[config.mk]
export PLATFORM = sky130hd
export DESIGN_NAME = motor_feedback_decode_core_flat
export DESIGN_NICKNAME = d
export VERILOG_FILES = /design/src/rtl/mfd_pkg.sv /design/src/rtl/mfd_if.sv /design/src/rtl/mfd_apb_regs.sv /design/src/rtl/mfd_mul.sv /design/src/rtl/motor_feedback_decode_core.sv /design/src/flat_wrapper.sv
export SDC_FILE = /design/constraint.sdc
export NUM_CORES = 2
export LEC_CHECK = 0
export ABC_CLOCK_PERIOD_IN_PS = 10400
export BUFFER_PORTS_ARGS = -buffer_cell sky130_fd_sc_hd__buf_2
export CAP_MARGIN = 20
export CELL_PAD_IN_SITES_DETAIL_PLACEMENT = 1
export CELL_PAD_IN_SITES_GLOBAL_PLACEMENT = 1
export CORE_MARGIN = 2
export CORE_UTILIZATION = 40
export CTS_BUF_LIST = sky130_fd_sc_hd__clkbuf_8
export CTS_CLUSTER_SIZE = 16
export DETAILED_ROUTE_END_ITERATION = 7
export PLACE_DENSITY_LB_ADDON = 0.1
export SYNTH_ARGS = -nofsm -noshare
export SYNTH_HDL_FRONTEND = slang
export SYNTH_SLANG_ARGS = --single-unit
[constraint.sdc]
create_clock -name clk -period 10.4 [get_ports clk]
set_clock_uncertainty 0.2 [all_clocks]
set_input_delay 0.52 -clock clk [delete_from_list [all_inputs] [get_ports clk]]
set_output_delay 0.52 -clock clk [all_outputs]
set_load 0.01 [all_outputs]
[src/rtl/mfd_pkg.sv]
// Shared types and constants for the motor feedback decoder.
package mfd_pkg;

  // Encoder counts per mechanical turn; the step is unwrapped within half of this.
  localparam int ENC_COUNTS = 8192;

  // Shared multiplier operand and product widths.
  localparam int MUL_A_W = 18;
  localparam int MUL_B_W = 42;
  localparam int PROD_W  = MUL_A_W + MUL_B_W;

  // APB address width: six 32-bit registers.
  localparam int PADDR_W = 5;

  typedef struct packed {
    logic        rev;
    logic [31:0] vel_gain;
    logic [31:0] cur_gain;
    logic [31:0] ang_gain;
    logic [16:0] alpha;
    logic [15:0] start_enc;
    logic        start_wr;
  } cfg_t;

endpackage

[src/rtl/mfd_if.sv]
// Valid/ready channel interfaces for feedback frames and decoded results.
interface mfd_fb_if;
  logic       valid;
  logic       ready;
  logic [7:0] angle_high;
  logic [7:0] angle_low;
  logic [7:0] speed_high;
  logic [7:0] speed_low;
  logic [7:0] current_high;
  logic [7:0] current_low;
  logic [7:0] temperature_byte;

  modport source (
    output valid, angle_high, angle_low, speed_high, speed_low,
           current_high, current_low, temperature_byte,
    input  ready
  );
  modport sink (
    input  valid, angle_high, angle_low, speed_high, speed_low,
           current_high, current_low, temperature_byte,
    output ready
  );
endinterface

interface mfd_res_if;
  logic               valid;
  logic               ready;
  logic        [15:0] encoder_raw;
  logic signed [47:0] angle_total;
  logic signed [39:0] velocity_unfiltered;
  logic signed [39:0] velocity_smoothed;
  logic signed [31:0] current_amps;
  logic        [7:0]  temperature_out;
  logic               link_ok;

  modport source (
    output valid, encoder_raw, angle_total, velocity_unfiltered, velocity_smoothed,
           current_amps, temperature_out, link_ok,
    input  ready
  );
  modport sink (
    input  valid, encoder_raw, angle_total, velocity_unfiltered, velocity_smoothed,
           current_amps, temperature_out, link_ok,
    output ready
  );
endinterface

[src/rtl/mfd_apb_regs.sv]
// APB configuration register file for the motor feedback decoder.
module mfd_apb_regs import mfd_pkg::*; (
  input  logic               clk,
  input  logic               rst,
  input  logic               psel,
  input  logic               penable,
  input  logic               pwrite,
  input  logic [PADDR_W-1:0] paddr,
  input  logic [31:0]        pwdata,
  output logic [31:0]        prdata,
  output logic               pready,
  output cfg_t               cfg
);

  localparam logic [2:0] REG_REVERSE   = 3'd0;
  localparam logic [2:0] REG_VEL_GAIN  = 3'd1;
  localparam logic [2:0] REG_CUR_GAIN  = 3'd2;
  localparam logic [2:0] REG_ANG_GAIN  = 3'd3;
  localparam logic [2:0] REG_ALPHA     = 3'd4;
  localparam logic [2:0] REG_START_ENC = 3'd5;

  logic [2:0]  reg_idx;
  logic        wr;
  logic        rev;
  logic [31:0] vel_gain;
  logic [31:0] cur_gain;
  logic [31:0] ang_gain;
  logic [16:0] alpha;
  logic [15:0] start_enc;

  assign reg_idx = paddr[PADDR_W-1:2];
  assign wr      = psel && penable && pwrite;
  assign pready  = 1'b1;

  always_ff @(posedge clk) begin
    if (rst) begin
      rev       <= 1'b0;
      vel_gain  <= 32'd100663296;
      cur_gain  <= 32'd20480;
      ang_gain  <= 32'd737280;
      alpha     <= 17'd6554;
      start_enc <= 16'd0;
    end else if (wr) begin
      unique case (reg_idx)
        REG_REVERSE:   rev       <= pwdata[0];
        REG_VEL_GAIN:  vel_gain  <= pwdata;
        REG_CUR_GAIN:  cur_gain  <= pwdata;
        REG_ANG_GAIN:  ang_gain  <= pwdata;
        REG_ALPHA:     alpha     <= pwdata[16:0];
        REG_START_ENC: start_enc <= pwdata[15:0];
        default: ;
      endcase
    end
  end

  always_comb begin
    unique case (reg_idx)
      REG_REVERSE:   prdata = {31'd0, rev};
      REG_VEL_GAIN:  prdata = vel_gain;
      REG_CUR_GAIN:  prdata = cur_gain;
      REG_ANG_GAIN:  prdata = ang_gain;
      REG_ALPHA:     prdata = {15'd0, alpha};
      REG_START_ENC: prdata = {16'd0, start_enc};
      default:       prdata = 32'd0;
    endcase
  end

  always_comb begin
    cfg.rev       = rev;
    cfg.vel_gain  = vel_gain;
    cfg.cur_gain  = cur_gain;
    cfg.ang_gain  = ang_gain;
    cfg.alpha     = alpha;
    cfg.start_enc = pwdata[15:0];
    // pulse on a start encoder write; carries the value being written
    cfg.start_wr  = wr && (reg_idx == REG_START_ENC);
  end

endmodule

[src/rtl/mfd_mul.sv]
// Shared signed multiplier with registered product.
module mfd_mul import mfd_pkg::*; (
  input  logic                      clk,
  input  logic                      en,
  input  logic signed [MUL_A_W-1:0] a,
  input  logic signed [MUL_B_W-1:0] b,
  output logic signed [PROD_W-1:0]  product
);

  always_ff @(posedge clk) begin
    if (en) begin
      product <= a * b;
    end
  end

endmodule

[src/rtl/motor_feedback_decode_core.sv]
// Motor feedback decoder: scaling, encoder unwrap, saturating angle and low-pass velocity.
// A frame accepted in S_IDLE steps through S_MUL_VEL, S_MUL_CUR, S_MUL_ANG, S_MUL_FLT and S_FILT to its result.
// A new frame is taken only in S_IDLE; the single shared multiplier is used four times a frame.
// A result waiting in the output register does not block the next frame until its last step.
// Reset (rst, synchronous): registers to defaults, angle and filter cleared, no result pending.
module motor_feedback_decode_core import mfd_pkg::*; (
  input  logic               clk,
  input  logic               rst,
  mfd_fb_if.sink             feedback,
  mfd_res_if.source          result,
  input  logic               psel,
  input  logic               penable,
  input  logic               pwrite,
  input  logic [PADDR_W-1:0] paddr,
  input  logic [31:0]        pwdata,
  output logic [31:0]        prdata,
  output logic               pready
);

  typedef enum logic [2:0] {
    S_IDLE,
    S_MUL_VEL,
    S_MUL_CUR,
    S_MUL_ANG,
    S_MUL_FLT,
    S_FILT
  } state_t;

  localparam logic signed [16:0] ENC_HALF = 17'(ENC_COUNTS / 2);
  localparam logic signed [16:0] ENC_FULL = 17'(ENC_COUNTS);
  localparam logic        [16:0] ALPHA_ONE = 17'd65536;

  cfg_t cfg;

  state_t             state;
  logic        [15:0] enc_r;
  logic signed [15:0] speed_r;
  logic signed [15:0] curr_r;
  logic        [7:0]  temp_r;
  logic signed [16:0] err_r;
  logic signed [39:0] vel_r;
  logic signed [31:0] amp_r;
  logic signed [41:0] diff_r;
  logic signed [47:0] acc;
  logic signed [39:0] vf;
  logic        [15:0] prev_enc;
  logic               link_valid;
  logic               out_valid;

  logic        [15:0] out_enc;
  logic signed [47:0] out_acc;
  logic signed [39:0] out_vel;
  logic signed [39:0] out_vf;
  logic signed [31:0] out_amp;
  logic        [7:0]  out_temp;

  logic                      mul_en;
  logic signed [MUL_A_W-1:0] mul_a;
  logic signed [MUL_B_W-1:0] mul_b;
  logic signed [PROD_W-1:0]  prod;

  logic        [16:0] alpha_eff;
  logic        [15:0] err_raw;
  logic signed [16:0] err_next;
  logic signed [41:0] scaled;
  logic signed [48:0] acc_sum;
  logic signed [PROD_W-1:0] flt_round;
  logic signed [41:0] flt_step;
  logic signed [42:0] vf_sum;
  logic signed [39:0] vf_next;

  // Q.24 product to Q.16, round half up, optional negate
  function automatic logic signed [41:0] q24_to_q16(input logic signed [PROD_W-1:0] p,
                                                    input logic rev);
    logic signed [PROD_W-1:0] r;
    logic signed [41:0] s;
    r = (p + PROD_W'(128)) >>> 8;
    s = r[41:0];
    return rev ? -s : s;
  endfunction

  function automatic logic signed [39:0] sat_40(input logic signed [42:0] x);
    if ((&x[42:39]) || !(|x[42:39])) begin
      return x[39:0];
    end
    return x[42] ? {1'b1, 39'd0} : {1'b0, {39{1'b1}}};
  endfunction

  function automatic logic signed [31:0] sat_32(input logic signed [41:0] x);
    if ((&x[41:31]) || !(|x[41:31])) begin
      return x[31:0];
    end
    return x[41] ? {1'b1, 31'd0} : {1'b0, {31{1'b1}}};
  endfunction

  function automatic logic signed [47:0] sat_48(input logic signed [48:0] x);
    if (x[48] == x[47]) begin
      return x[47:0];
    end
    return x[48] ? {1'b1, 47'd0} : {1'b0, {47{1'b1}}};
  endfunction

  mfd_apb_regs u_regs (
    .clk     (clk),
    .rst     (rst),
    .psel    (psel),
    .penable (penable),
    .pwrite  (pwrite),
    .paddr   (paddr),
    .pwdata  (pwdata),
    .prdata  (prdata),
    .pready  (pready),
    .cfg     (cfg)
  );

  mfd_mul u_mul (
    .clk     (clk),
    .en      (mul_en),
    .a       (mul_a),
    .b       (mul_b),
    .product (prod)
  );

  assign alpha_eff = (cfg.alpha > ALPHA_ONE) ? ALPHA_ONE : cfg.alpha;

  // shortest-path encoder step
  assign err_raw = enc_r - prev_enc;
  always_comb begin
    err_next = {err_raw[15], err_raw};
    if (err_next > ENC_HALF) begin
      err_next = err_next - ENC_FULL;
    end else if (err_next < -ENC_HALF) begin
      err_next = err_next + ENC_FULL;
    end
  end

  // operand select for the shared multiplier
  always_comb begin
    mul_en = 1'b1;
    mul_a  = '0;
    mul_b  = '0;
    unique case (state)
      S_MUL_VEL: begin
        mul_a = {{(MUL_A_W-16){speed_r[15]}}, speed_r};
        mul_b = {{(MUL_B_W-32){1'b0}}, cfg.vel_gain};
      end
      S_MUL_CUR: begin
        mul_a = {{(MUL_A_W-16){curr_r[15]}}, curr_r};
        mul_b = {{(MUL_B_W-32){1'b0}}, cfg.cur_gain};
      end
      S_MUL_ANG: begin
        mul_a = {{(MUL_A_W-17){err_r[16]}}, err_r};
        mul_b = {{(MUL_B_W-32){1'b0}}, cfg.ang_gain};
      end
      S_MUL_FLT: begin
        mul_a = {{(MUL_A_W-17){1'b0}}, alpha_eff};
        mul_b = diff_r;
      end
      default: mul_en = 1'b0;
    endcase
  end

  assign scaled    = q24_to_q16(prod, cfg.rev);
  assign acc_sum   = {acc[47], acc} + {{7{scaled[41]}}, scaled};
  assign flt_round = (prod + PROD_W'(32768)) >>> 16;
  assign flt_step  = flt_round[41:0];
  assign vf_sum    = {{3{vf[39]}}, vf} + {flt_step[41], flt_step};
  assign vf_next   = sat_40(vf_sum);

  always_ff @(posedge clk) begin
    if (rst) begin
      state      <= S_IDLE;
      out_valid  <= 1'b0;
      acc        <= '0;
      vf         <= '0;
      prev_enc   <= '0;
      link_valid <= 1'b0;
    end else begin
      if (cfg.start_wr && !link_valid) begin
        prev_enc <= cfg.start_enc;
      end
      // in S_FILT a drained result is replaced by the new one below
      if (out_valid && result.ready && (state != S_FILT)) begin
        out_valid <= 1'b0;
      end
      unique case (state)
        S_IDLE: begin
          if (feedback.valid) begin
            enc_r   <= {feedback.angle_high, feedback.angle_low};
            speed_r <= {feedback.speed_high, feedback.speed_low};
            curr_r  <= {feedback.current_high, feedback.current_low};
            temp_r  <= feedback.temperature_byte;
            state   <= S_MUL_VEL;
          end
        end
        S_MUL_VEL: begin
          err_r <= err_next;
          state <= S_MUL_CUR;
        end
        S_MUL_CUR: begin
          vel_r <= sat_40({scaled[41], scaled});
          state <= S_MUL_ANG;
        end
        S_MUL_ANG: begin
          amp_r  <= sat_32(scaled);
          diff_r <= {{2{vel_r[39]}}, vel_r} - {{2{vf[39]}}, vf};
          state  <= S_MUL_FLT;
        end
        S_MUL_FLT: begin
          acc   <= sat_48(acc_sum);
          state <= S_FILT;
        end
        S_FILT: begin
          // hold here while the previous result is still unread
          if (!out_valid || result.ready) begin
            vf         <= vf_next;
            out_enc    <= enc_r;
            out_acc    <= acc;
            out_vel    <= vel_r;
            out_vf     <= vf_next;
            out_amp    <= amp_r;
            out_temp   <= temp_r;
            out_valid  <= 1'b1;
            prev_enc   <= enc_r;
            link_valid <= 1'b1;
            state      <= S_IDLE;
          end
        end
        default: state <= S_IDLE;
      endcase
    end
  end

  assign feedback.ready             = (state == S_IDLE);
  assign result.valid               = out_valid;
  assign result.encoder_raw         = out_enc;
  assign result.angle_total         = out_acc;
  assign result.velocity_unfiltered = out_vel;
  assign result.velocity_smoothed   = out_vf;
  assign result.current_amps        = out_amp;
  assign result.temperature_out     = out_temp;
  assign result.link_ok             = link_valid;

endmodule
[src/flat_wrapper.sv]
// flat-port wrapper written by rule: the top's interface ports become plain ports
module motor_feedback_decode_core_flat import mfd_pkg::*;
  (clk, rst, psel, penable, pwrite, paddr, pwdata, prdata, pready, feedback_valid, feedback_angle_high, feedback_angle_low, feedback_speed_high, feedback_speed_low, feedback_current_high, feedback_current_low, feedback_temperature_byte, feedback_ready, result_valid, result_encoder_raw, result_angle_total, result_velocity_unfiltered, result_velocity_smoothed, result_current_amps, result_temperature_out, result_link_ok, result_ready);
  mfd_fb_if feedback_i ();
  mfd_res_if result_i ();
  input  logic clk;
  input  logic rst;
  input  logic psel;
  input  logic penable;
  input  logic pwrite;
  input  logic [PADDR_W-1:0] paddr;
  input  logic [31:0] pwdata;
  output logic [31:0] prdata;
  output logic pready;
  input wire logic [$bits(feedback_i.valid)-1:0] feedback_valid;
  input wire logic [$bits(feedback_i.angle_high)-1:0] feedback_angle_high;
  input wire logic [$bits(feedback_i.angle_low)-1:0] feedback_angle_low;
  input wire logic [$bits(feedback_i.speed_high)-1:0] feedback_speed_high;
  input wire logic [$bits(feedback_i.speed_low)-1:0] feedback_speed_low;
  input wire logic [$bits(feedback_i.current_high)-1:0] feedback_current_high;
  input wire logic [$bits(feedback_i.current_low)-1:0] feedback_current_low;
  input wire logic [$bits(feedback_i.temperature_byte)-1:0] feedback_temperature_byte;
  output wire logic [$bits(feedback_i.ready)-1:0] feedback_ready;
  output wire logic [$bits(result_i.valid)-1:0] result_valid;
  output wire logic [$bits(result_i.encoder_raw)-1:0] result_encoder_raw;
  output wire logic [$bits(result_i.angle_total)-1:0] result_angle_total;
  output wire logic [$bits(result_i.velocity_unfiltered)-1:0] result_velocity_unfiltered;
  output wire logic [$bits(result_i.velocity_smoothed)-1:0] result_velocity_smoothed;
  output wire logic [$bits(result_i.current_amps)-1:0] result_current_amps;
  output wire logic [$bits(result_i.temperature_out)-1:0] result_temperature_out;
  output wire logic [$bits(result_i.link_ok)-1:0] result_link_ok;
  input wire logic [$bits(result_i.ready)-1:0] result_ready;
  assign feedback_i.valid = feedback_valid;
  assign feedback_i.angle_high = feedback_angle_high;
  assign feedback_i.angle_low = feedback_angle_low;
  assign feedback_i.speed_high = feedback_speed_high;
  assign feedback_i.speed_low = feedback_speed_low;
  assign feedback_i.current_high = feedback_current_high;
  assign feedback_i.current_low = feedback_current_low;
  assign feedback_i.temperature_byte = feedback_temperature_byte;
  assign feedback_ready = feedback_i.ready;
  assign result_valid = result_i.valid;
  assign result_encoder_raw = result_i.encoder_raw;
  assign result_angle_total = result_i.angle_total;
  assign result_velocity_unfiltered = result_i.velocity_unfiltered;
  assign result_velocity_smoothed = result_i.velocity_smoothed;
  assign result_current_amps = result_i.current_amps;
  assign result_temperature_out = result_i.temperature_out;
  assign result_link_ok = result_i.link_ok;
  assign result_i.ready = result_ready;
  motor_feedback_decode_core u_core (.clk(clk), .rst(rst), .feedback(feedback_i), .result(result_i), .psel(psel), .penable(penable), .pwrite(pwrite), .paddr(paddr), .pwdata(pwdata), .prdata(prdata), .pready(pready));
endmodule
==> reports/results.ini <==
[run_status]
status=finished, final reports clean

[final_layout]
fillers=16600
final_area_sq_mm=0.0667
nets=7681
syn2layout_area_growth_pct=13.2
final_layout_size_suffix_gt1_share_pct=12.2

[critical_path]
reg2regPathDepth=30
critical_path.max_fanout=13
cpMaxStageDelayCell=a22oi_2
path_class=reg2reg
crit_path_start=u_core.state[1]
path_common_cell=fa_1
r2r_end=u_core.u_mul.product[57]
start_kind=flop
critPathRequiredTime_ps=10840
r2r-start=u_core.state[1]
endpoint_kind=flop
cp-endpoint=u_core.u_mul.product[57]
cp.arrival_ps=10430
slowest_delay_ps=930
r2r_slack_ps=410

[floorplanning]
fp.dieW_um=388
io-pin-count=320
die_area_sq_mm=0.150
initial_core_util_pct=40.4
die_h_um=388
rows=140
core_area_sq_mm=0.146

[synthesis]
ys_types=99
syn-num-nets=7277
synth_common_cells=inv_1, nand2_1, fa_1, nor2_1, edfxtp_1
synth_edf_count=421
yosys_warnings=0
syn_area_sq_mm=0.0590
yosysSeqAreaShare_pct=29.6
syn_inst=6201
yosysMostFrequentCell=inv_1
yosysTopAreaCell=fa_1
ys.flop_type=edfxtp_1
synth.avg_cell_area_sq_um=9.51
ys_seq_elements=660
netlist_top_cells_area=fa_1, edfxtp_1, dfxtp_1, inv_1, ha_1
synth-async-reset-ratio_pct=0
synth_top_area_share_pct=23.6

[place]
routabilityCongestion=0.922
postPlaceCellArea_sq_mm=0.0632
hpwl_um=167000
io_buffers=316

[power]
switching_share_pct=35.5
vdd_drop_max_mv=0.115
pwr-share-seq_pct=39.5
power_density_mw_per_mm2=116
clockPowerShare_pct=33.9
p_leak_nw=28.5
comb_power_share_pct=26.6
intPower_mw=4.98
power_switching_mw=2.73

[clocking]
root_buffer=clkbuf_8
h-tree-depth=3
path_clk_slew_ps=60
cts.sinks=660
numCtsBuffers=115
cts_tree=done
post_cts_buffers=0
clock_path_buffers=3
insertion_delay_ps=930

[routing]
detail_route.wirelength_um=215000
viasPerCell=5.44
drc=0
first_iter_violations=3100
num_vias=46900
wl_per_cell_um=24.9
drtPass1Iterations=5
ant_nets=0

[global_route]
grt_start_max_net_pins=123
grt_pass1_vias=50200
grt_overflow_total=0
antenna_found_initial=17
gr-usage-all-layers_pct=28.7
grt_pass1_wl_um=324000

[timing]
final.min_clock_period_ps=9990
relSlewSlack_pct=17.6
fin_tns_setup_ps=0
slew_violations=0
final.period_utilization_pct=96.0
finalSetupViolCount=0
hold_viol=0
grt_setup_unrepaired=no
worst_slew_pin_slew_ps=1240
timing.fmax_mhz=100
whs_ps=109

[min_path]
hold_class=in2reg

[flow_run]
max_cap_viol_count=0

==> state kept, by name (all words and copies together) (netlist names), 40 cells and up <==
name	count
u_core.u_mul.product	51
u_core.acc	48
u_core.result.velocity_smoothed	40
u_core.diff_r	41
u_core.result.velocity_unfiltered	40
u_core.vel_r	40
u_core.vf	40
u_core.result.angle_total	48
==> final cells by class <==
| type | instances | area, sq um | area share, % |
|---|---|---|---|
| multi-input combinational | 4257 | 36700 | 55.0 |
| timing repair buffer | 605 | 4070 | 6.10 |
| sequential | 660 | 17400 | 26.1 |
| inverter | 966 | 3630 | 5.43 |
| clock inverter | 83 | 654 | 0.981 |
| clock buffer | 134 | 1840 | 2.76 |
| antenna | 7 | 17.5 | 0.0263 |
| tap | 1917 | 2400 | 3.59 |
==> cell families (layout without fill, tap and decap cells) <==
kind of cell / after synthesis / in the layout / synth area share [%]
mux: 68 / 68 / 1.22
fa+ha+maj: 1023 / 1023 / 30.3
xor+xnor: 304 / 304 / 4.54
buf+inv: 1284 / 1788 / 8.46
simple gates: 1792 / 1792 / 13.5
flops: 660 / 660 / 29.6
compound gates: 1069 / 1069 / 12.4
other cells: 1 / 8 / 0.00636
==> worst max-delay path: cells and delay by family (launching register included) <==
kind	cells	cell delay (ps)
compound gates	10	3050
simple gates	5	880
flops	1	620
mux	1	360
buf+inv	7	1160
fa+ha+maj	7	3420
==> power by group through the flow <==
stage	Combinational, mW	Sequential [mW]	Clock [mW]
after global routing	2.24	3.05	2.78
final	2.05	3.04	2.61
after CTS	2.05	3.04	2.68
after floorplan	1.28	3.01	0
after global placement	1.97	3.09	0
after detailed placement	1.99	3.09	0
==> placed cells by master (no fill, tap or decap), types with 18 or more instances in the layout <==
master / synthesis / routed
a22o_1: 61 / 60
mux2_2: 33 / 33
a221oi_1: 36 / 36
ha_1: 282 / 282
a21o_1: 93 / 93
buf_4: 10 / 190
a22oi_1: 26 / 21
o21ai_0: 151 / 150
nand4_1: 34 / 34
nor4_1: 21 / 21
dfxtp_1: 239 / 239
nor2_1: 538 / 535
mux2i_1: 35 / 35
o31ai_1: 19 / 18
a21oi_1: 312 / 311
and2_1: 47 / 43
nor3_1: 46 / 46
edfxtp_1: 421 / 421
xnor2_1: 190 / 190
nand2b_1: 46 / 45
buf_2: 30 / 315
o221ai_1: 37 / 37
o21a_1: 31 / 31
nand3_1: 64 / 64
dlygate4sd3_1: 0 / 93
inv_1: 963 / 1007
nand3b_1: 21 / 21
xor2_1: 112 / 112
a211oi_1: 61 / 61
and3_1: 33 / 32
clkbuf_8: 0 / 134
nor2b_1: 39 / 35
a221o_1: 50 / 50
fa_1: 694 / 694
nand2_1: 809 / 809
maj3_1: 47 / 47
o21bai_1: 26 / 26
o21ai_2: 31 / 32
==> per-layer routing <==
layer,track usage [%],share of wire (%)
met5,0,0.039
met4,6.40,2.2
met3,5.80,6.6
met2,45.9,46
met1,40.0,45
==> what timing repair did <==
item	CTS	global route
resized for setup	0	0
hold buffers	93	0
endpoints found under the hold margin	234	0
==> worst min path at each step <==
stage	cells after the start	from	slack, ps	end
3_3_place_gp	0	u_core.temp_r[6]	200	u_core.result.temperature_out[6]
5_1_grt	2	feedback_angle_low[0]	90	u_core.enc_r[0]
4_1_cts	2	feedback_angle_low[4]	30	u_core.enc_r[4]
6_report	2	feedback_angle_low[0]	110	u_core.enc_r[0]
3_5_place_dp	0	u_core.amp_r[20]	210	u_core.result.current_amps[20]
2_1_floorplan	0	u_core.amp_r[0]	200	u_core.result.current_amps[0]
==> per-stage QoR <==
step                total power, mW  std cells  setup slack, ps  util (%)
floorplan                      4.30       6201             1520         -
global placement               5.06       8310              733      43.3
detailed placement             5.08       8311              632      43.3
CTS                            7.77       8621              460      45.7
global route                   8.07       8624              104      45.7
finish                         7.71       8629              412      45.7
Power figures use the tool's default switching activity.
